==> config.mk <==
export PLATFORM = sky130hd
export DESIGN_NAME = three_sensor_frame_deframer
export DESIGN_NICKNAME = d
export VERILOG_FILES = /design/src/rtl/tsfd_pkg.sv /design/src/rtl/tsfd_decode.sv /design/src/rtl/three_sensor_frame_deframer.sv
export SDC_FILE = /design/constraint.sdc
export NUM_CORES = 1
export LEC_CHECK = 0
export BUFFER_PORTS_ARGS = -buffer_cell sky130_fd_sc_hd__buf_4
export CORE_MARGIN = 2
export CORE_UTILIZATION = 45
export CTS_CLUSTER_SIZE = 12
export DETAILED_ROUTE_END_ITERATION = 16
export GPL_ROUTABILITY_DRIVEN = 0
export MAX_ROUTING_LAYER = met4
export PLACE_DENSITY = 0.75
export SETUP_SLACK_MARGIN = 0.1
export SLEW_MARGIN = 20
export SYNTH_ARGS = -nofsm -noshare
export SYNTH_HDL_FRONTEND = slang
export SYNTH_HIERARCHICAL = 1
export SYNTH_SLANG_ARGS = --single-unit
==> constraint.sdc <==
create_clock -name clk -period 7.62 [get_ports clk]
set_input_delay 0.762 -clock clk [delete_from_list [all_inputs] [get_ports clk]]
set_output_delay 0.762 -clock clk [all_outputs]
set_load 0.05 [all_outputs]
==> src/rtl/tsfd_pkg.sv <==
// Shared types and constants for the three-sensor frame deframer.
// Used by tsfd_decode and three_sensor_frame_deframer; depends on nothing.
package tsfd_pkg;

  // Widths of the frame, the register port and one sensor value
  localparam int FRAME_W    = 8;
  localparam int SENSOR_W   = 12;
  localparam int NUM_SENSOR = 3;
  localparam int CFG_ADDR_W = 2;
  localparam int CFG_DATA_W = 8;

  // Default number of data frames per sequence
  localparam int BITS_PER_SAMPLE_DEF = 12;

  // Frame bit positions: sensor a sits at bit 5 above b and c, parity bits at the bottom
  localparam int SENSOR_A_BIT = 5;
  localparam int PAR_AB_BIT   = 2;
  localparam int PAR_BC_BIT   = 1;
  localparam int PAR_CA_BIT   = 0;

  // Register indexes on the configuration port
  localparam logic [CFG_ADDR_W-1:0] CFG_START_CODE   = 2'd0;
  localparam logic [CFG_ADDR_W-1:0] CFG_END_CODE     = 2'd1;
  localparam logic [CFG_ADDR_W-1:0] CFG_SERVICE_MASK = 2'd2;

  // Register values after reset
  localparam logic [CFG_DATA_W-1:0] START_CODE_RST   = 8'd192;
  localparam logic [CFG_DATA_W-1:0] END_CODE_RST     = 8'd64;
  localparam logic [CFG_DATA_W-1:0] SERVICE_MASK_RST = 8'd192;

  typedef enum logic [1:0] {
    CLASS_START = 2'd0,
    CLASS_DATA  = 2'd1,
    CLASS_END   = 2'd2,
    CLASS_ERROR = 2'd3
  } frame_class_t;

  typedef enum logic [1:0] {
    STATUS_BUSY   = 2'd0,
    STATUS_DONE   = 2'd1,
    STATUS_REJECT = 2'd2
  } status_t;

  typedef struct packed {
    logic [CFG_DATA_W-1:0] start_code;
    logic [CFG_DATA_W-1:0] end_code;
    logic [CFG_DATA_W-1:0] service_mask;
  } cfg_t;

  // Accumulators, index 0 is sensor a
  typedef logic [NUM_SENSOR-1:0][SENSOR_W-1:0] sensor_arr_t;

  // One result, packed lowest field last so it maps straight onto tdata
  typedef struct packed {
    logic [SENSOR_W-1:0] sensor_c;
    logic [SENSOR_W-1:0] sensor_b;
    logic [SENSOR_W-1:0] sensor_a;
    frame_class_t        frame_class;
    status_t             status;
  } result_t;

  localparam int OUT_TDATA_W = $bits(result_t);

endpackage

==> src/rtl/tsfd_decode.sv <==
// Per-frame decode: classifies one frame and computes the next phase,
// accumulators and result. Combinational only; depends on tsfd_pkg.
module tsfd_decode #(
  parameter int BITS_PER_SAMPLE = tsfd_pkg::BITS_PER_SAMPLE_DEF,
  parameter int PHASE_W         = $clog2(BITS_PER_SAMPLE + 2)
) (
  input  logic [tsfd_pkg::FRAME_W-1:0] frame_i,
  input  tsfd_pkg::cfg_t               cfg_i,
  input  logic [PHASE_W-1:0]           phase_i,
  input  tsfd_pkg::sensor_arr_t        acc_i,
  output logic [PHASE_W-1:0]           phase_o,
  output tsfd_pkg::sensor_arr_t        acc_o,
  output tsfd_pkg::result_t            res_o
);
  import tsfd_pkg::*;

  localparam logic [PHASE_W-1:0] PH_IDLE  = '0;
  localparam logic [PHASE_W-1:0] PH_FIRST = PHASE_W'(1);
  localparam logic [PHASE_W-1:0] PH_LAST  = PHASE_W'(BITS_PER_SAMPLE);
  localparam logic [PHASE_W-1:0] PH_END   = PHASE_W'(BITS_PER_SAMPLE + 1);

  frame_class_t       cls;
  status_t            status;
  logic [PHASE_W-1:0] phase_eff;
  logic [PHASE_W-1:0] pos;
  logic               sa, sb, sc;

  assign sa = frame_i[SENSOR_A_BIT];
  assign sb = frame_i[SENSOR_A_BIT-1];
  assign sc = frame_i[SENSOR_A_BIT-2];

  // Classify: start beats end, then service bits, then pairwise parity
  always_comb begin
    if (frame_i == cfg_i.start_code) begin
      cls = CLASS_START;
    end else if (frame_i == cfg_i.end_code) begin
      cls = CLASS_END;
    end else if ((frame_i & cfg_i.service_mask) != '0) begin
      cls = CLASS_ERROR;
    end else if ((sa ^ sb) != frame_i[PAR_AB_BIT] ||
                 (sb ^ sc) != frame_i[PAR_BC_BIT] ||
                 (sc ^ sa) != frame_i[PAR_CA_BIT]) begin
      cls = CLASS_ERROR;
    end else begin
      cls = CLASS_DATA;
    end
  end

  // A start frame always restarts the sequence
  assign phase_eff = (cls == CLASS_START) ? PH_IDLE : phase_i;
  assign pos       = phase_eff - PH_FIRST;

  // Advance the phase: clear on start, place one bit per sensor per data frame, check the end frame
  always_comb begin
    phase_o = PH_IDLE;
    acc_o   = acc_i;
    status  = STATUS_REJECT;
    if (phase_eff == PH_IDLE) begin
      if (cls == CLASS_START) begin
        acc_o   = '0;
        phase_o = PH_FIRST;
        status  = STATUS_BUSY;
      end
    end else if (phase_eff <= PH_LAST) begin
      if (cls == CLASS_DATA) begin
        for (int j = 0; j < SENSOR_W; j++) begin
          if (int'(pos) == j) begin
            for (int i = 0; i < NUM_SENSOR; i++) begin
              acc_o[i][j] = acc_i[i][j] | frame_i[SENSOR_A_BIT-i];
            end
          end
        end
        phase_o = phase_eff + PH_FIRST;
        status  = STATUS_BUSY;
      end
    end else if (phase_eff == PH_END) begin
      status = (cls == CLASS_END) ? STATUS_DONE : STATUS_REJECT;
    end
  end

  // Report the accumulators after this frame
  always_comb begin
    res_o.status      = status;
    res_o.frame_class = cls;
    res_o.sensor_a    = acc_o[0];
    res_o.sensor_b    = acc_o[1];
    res_o.sensor_c    = acc_o[2];
  end

endmodule

==> src/rtl/three_sensor_frame_deframer.sv <==
// Top level of the three-sensor frame deframer: configuration registers,
// sequence state and a two-entry output buffer. Depends on tsfd_pkg, tsfd_decode.
//
//   Channel  Direction  Handshake          Payload
//   in_      slave      tvalid / tready    tdata[7:0] frame_byte
//   out_     master     tvalid / tready    tdata[39:0] status, frame_class,
//                                          sensor_a, sensor_b, sensor_c
//   cfg_     write      we (no wait)       addr = register index, wdata[7:0]
//
// One result per frame, one frame per cycle while the skid register is empty;
// each result is registered in the output or skid register. The state update
// is one pass of decode logic into the phase and accumulator registers; in_tready
// depends only on the skid register, so one more frame is taken while a result
// is stalled. Synchronous reset (rst_n low) restores registers and idle phase.
module three_sensor_frame_deframer #(
  parameter int BITS_PER_SAMPLE = tsfd_pkg::BITS_PER_SAMPLE_DEF
) (
  input  logic                              clk,
  input  logic                              rst_n,
  // frame_byte [7:0]
  input  logic [tsfd_pkg::FRAME_W-1:0]      in_tdata,
  input  logic                              in_tvalid,
  output logic                              in_tready,
  // status [1:0], frame_class [3:2], sensor_a [15:4], sensor_b [27:16],
  // sensor_c [39:28]
  output logic [tsfd_pkg::OUT_TDATA_W-1:0]  out_tdata,
  output logic                              out_tvalid,
  input  logic                              out_tready,
  input  logic                              cfg_we,
  input  logic [tsfd_pkg::CFG_ADDR_W-1:0]   cfg_addr,
  input  logic [tsfd_pkg::CFG_DATA_W-1:0]   cfg_wdata
);
  import tsfd_pkg::*;

  localparam int PHASE_W = $clog2(BITS_PER_SAMPLE + 2);

  cfg_t               cfg_r;
  logic [PHASE_W-1:0] phase_r, phase_nxt;
  sensor_arr_t        acc_r, acc_nxt;
  result_t            res_nxt;
  result_t            out_data_r, skid_data_r;
  logic               out_valid_r, skid_valid_r;
  logic               in_xfer, out_xfer;

  assign in_xfer  = in_tvalid & in_tready;
  assign out_xfer = out_valid_r & out_tready;

  // Write configuration registers; indexes beyond the list are dropped
  always_ff @(posedge clk) begin
    if (!rst_n) begin
      cfg_r.start_code   <= START_CODE_RST;
      cfg_r.end_code     <= END_CODE_RST;
      cfg_r.service_mask <= SERVICE_MASK_RST;
    end else if (cfg_we) begin
      case (cfg_addr)
        CFG_START_CODE:   cfg_r.start_code   <= cfg_wdata;
        CFG_END_CODE:     cfg_r.end_code     <= cfg_wdata;
        CFG_SERVICE_MASK: cfg_r.service_mask <= cfg_wdata;
        default:          ;
      endcase
    end
  end

  tsfd_decode #(
    .BITS_PER_SAMPLE (BITS_PER_SAMPLE),
    .PHASE_W         (PHASE_W)
  ) u_decode (
    .frame_i (in_tdata),
    .cfg_i   (cfg_r),
    .phase_i (phase_r),
    .acc_i   (acc_r),
    .phase_o (phase_nxt),
    .acc_o   (acc_nxt),
    .res_o   (res_nxt)
  );

  // Advance sequence state on each input transaction
  always_ff @(posedge clk) begin
    if (!rst_n) begin
      phase_r <= '0;
      acc_r   <= '0;
    end else if (in_xfer) begin
      phase_r <= phase_nxt;
      acc_r   <= acc_nxt;
    end
  end

  // Output register with skid: hold a new result in the skid stage when stalled
  always_ff @(posedge clk) begin
    if (!rst_n) begin
      out_valid_r  <= 1'b0;
      skid_valid_r <= 1'b0;
    end else if (!out_valid_r || out_xfer) begin
      out_valid_r  <= skid_valid_r | in_xfer;
      skid_valid_r <= 1'b0;
    end else if (in_xfer) begin
      skid_valid_r <= 1'b1;
    end
  end

  always_ff @(posedge clk) begin
    if (!out_valid_r || out_xfer) begin
      out_data_r <= skid_valid_r ? skid_data_r : res_nxt;
    end
    if (in_xfer && out_valid_r && !out_xfer) begin
      skid_data_r <= res_nxt;
    end
  end

  assign in_tready  = ~skid_valid_r;
  assign out_tvalid = out_valid_r;
  assign out_tdata  = out_data_r;

endmodule

==> metrics <==
Vias between 4000 and 5000; clk slew on worst S/H paths roughly 0.06 ns; Starting Density between 40% and 50%; Critical-path top delay cell ha_1; crit-path max cell delay around 0.45 ns; vias in the first global route roughly 4300; cell chain of the critical path buf_4 > xor2_1 > nor2_1 > nand4_1 > nand2_1 > ha_1 > nor2_1 > a211oi_4 > nand3_1 > o21ai_0 > mux2_2; Comb pwr share under 10%; unrepaired setup endpoints after global routing false; share of layout cells above drive strength 1 around 25%; Clock Sink Count between 100 and 150; Ports 65; 1st-pass router iterations 5; largest area contributor in the netlist edfxtp_1; Chip Width between 100 and 150 um; combinational family with the most area after synthesis simple AND/OR/NAND/NOR gates; Seq/Total Area, Yosys about 56%; critical path depth 11; maximum clock rate about 290 MHz; CTS tree built; Worst setup EP type register; Mapped Area 6700 um2; Buf/Inv on CP 1; Clock Latency Late Sink about 0.43 ns; most frequent cell after synthesis nand2_1; chip height between 100 and 150 um; global-route wire length before repair 21.9 mm; Synth Area in Compound Gates 11.8%; NetSw around 0.42 mW; 1st-iter DRT viols between 400 and 500; CP Launch Point in_tdata[5]; postcts setup bufs 0; Routed Antenna Nets 0; drc violations 0; GRT Total Usage between 15 and 20%; outcome finished clean; post-synthesis simple-gate area fraction between 10% and 20%; syn nets around 640; HP Start acc_r[27]; Post-CTS Resized 0; CP dominant cell by count nor2_1; Tmin final about 3.5 ns; area of the die ~16000 um2; routed length per instance approximately 16 um; final hold viol count 0; ys flop type edfxtp_1; worst-path fanout max 11; leakage between 2 and 3 nW; Sw Ratio 23.4%; # diodes 0; final wirelength about 13 mm; Worst-Margin Slew between 1 and 1.5 ns; Hold Path Class reg -> reg; Min Hold Slack between 0.4 and 0.5 ns; P_int 1.37 mW; CP top delay family simple AND/OR/NAND/NOR gates; Port Buf Inserts 64; largest net degree at the start of global routing 74; synth top area cells edfxtp_1 36%, dfxtp_1 20%, nand2_1 7.5%, mux2_2 6.7%, buf_4 4.7%; post-synthesis mux area share 7.62%; Syn Inst Count between 600 and 700; top-area cell type share of the netlist area a little over a third; hold path depth 2; synthesized area per cell 10.9 um2; Fin Setup TNS 0 ns; Post-synth top cells 134 x nand2_1, 80 x edfxtp_1, 66 x dfxtp_1, 42 x buf_4, 40 x mux2_2; maxcap violations 0; Synth-to-Final Area Change 12.6%; Peak supply drop 0.000154 V; Root Driver clkbuf_16; Max Slew Vio Count 0; CTS buffer count 17; placeable core region 14500 um2; # nets final 652; Max Buffers Root-to-Sink 2; adder-cell share of the synthesized area under 10%; clock power share roughly 45%; initial antenna violation count 0; Crit path required time about 7.9 ns; Reg power frac roughly 48%; Post-Synth XOR/XNOR Area between 2 and 3%; worst reg2reg path depth 10; hpwl dp between 8 and 9 mm; Tcrit/Tclk final a little under half; max_slew headroom around 29%; vias per cell around 5.4; Worst EP arrival 3.75 ns; critical path startpoint category primary input; H-tree depth reported by CTS 4; Ys Warns 6; final setup vio count 0; GRT overflow 0; WS Path Type in -> reg; Post-synth EDFFs 80; CTS hold repair buffers 0; ys async rst share 0%; synthesis-stage register bit count around 150; synth unique cells 46; clock skew ~0.010 ns; Power Density between 200 and 250 nW/um2; row count 44; origin of the critical flop-to-flop path cfg_r[19]
[worst reg2reg max path, stage by stage, from the launching register on]
cell and delay [ns]:
dfxtp_1 0.33, xor2_1 0.16, nor2_1 0.14, nand4_1 0.26, nand2_1 0.24, ha_1 0.45, nor2_1 0.15, a211oi_4 0.39
nand3_1 0.36, o21ai_0 0.45, mux2_2 0.24
[stage by stage]
stage	instance area [um2]	power, mW	util (%)	setup WS, ns	std cells
CTS	7540	1.80	51.9	4.24	820
global route	7540	1.84	51.9	3.91	820
global placement	6950	0.996	47.8	3.94	787
detailed placement	6970	0.999	48.0	3.78	788
floorplan	6700	0.962	-	3.58	613
finish	7540	1.78	51.9	4.16	820
[flip-flops by register name (all words and copies together), names as in the netlist]
register and count:
out_tdata 40, skid_data_r 40, acc_r 36, cfg_r 24, phase_r 4, out_tvalid 1, skid_valid_r 1
[power groups by stage]
stage | Clock, mW | Sequential (mW) | Combinational [mW]
finish | 0.802 | 0.854 | 0.127
global route | 0.852 | 0.856 | 0.135
CTS | 0.814 | 0.855 | 0.128
detailed placement | 0 | 0.871 | 0.128
global placement | 0 | 0.871 | 0.125
floorplan | 0 | 0.910 | 0.0521
[final cells by class]
cell class	instances	area [um2]
Fill cell	1257	6990
Inverter	4	15.0
Clock buffer	19	433
Sequential cell	146	3720
Tap cell	184	230
Timing Repair Buffer	68	523
Clock inverter	13	138
Multi-Input combinational cell	386	2480
[per-layer routing]
layer | GRT usage, % | routed length [um] | vias up
met2 | 30.5 | 7040 | 157
met4 | 6.40 | 221 | 0
met5 | - | 0 | -
met3 | 5.18 | 824 | 18
li1 | - | - | 2144
met1 | 20.4 | 5400 | 2143
[kinds of logic (layout without fill, tap and decap cells)]
logic type | Yosys count | count (layout)
AND/OR/NAND/NOR | 202 | 202
flip-flops | 146 | 146
AO/OA/AOI/OAI | 112 | 112
buffers and inverters | 81 | 104
multiplexers | 46 | 46
XOR/XNOR | 20 | 20
adder cells (fa/ha/maj) | 6 | 6
[final timing paths]
kind                                 endpoint  slack, ns
worst max-delay path            out_tdata[35]       4.16
worst min-delay path                acc_r[27]       0.45
worst max register to register  out_tdata[35]       4.32
worst min register to register      acc_r[27]       0.45
[cell usage in the layout, fill, tap and decap left out, types with 2 or more instances in the layout]
cell type   netlist  layout
nand2b_2          0       2
nand3b_1          5       5
nor2_1           16      15
mux2_2           40      40
a32o_1           12      12
clkinv_2          0       4
inv_1             4       4
bufinv_16         0       2
dfxtp_1          66      65
clkbuf_1         16       2
edfxtp_1         80      80
and3_1            4       4
clkinv_4          0       3
and4b_1           2       2
mux2i_1           6       6
xnor2_1           3       3
nand4_1           2       2
a21oi_1           5       5
nand3_1          22      22
nand2_1         134     134
nor4_1            2       2
buf_4            42      67
ha_1              6       6
clkbuf_16         0      17
a21boi_0         24      24
clkinvlp_4        0       3
a21boi_1         17      17
o21ai_0          38      38
o21ai_2           6       6
a22oi_1           2       2
xor2_1           17      17
nand3_2           4       4
Note: power is estimated with default switching activity, not from simulation.
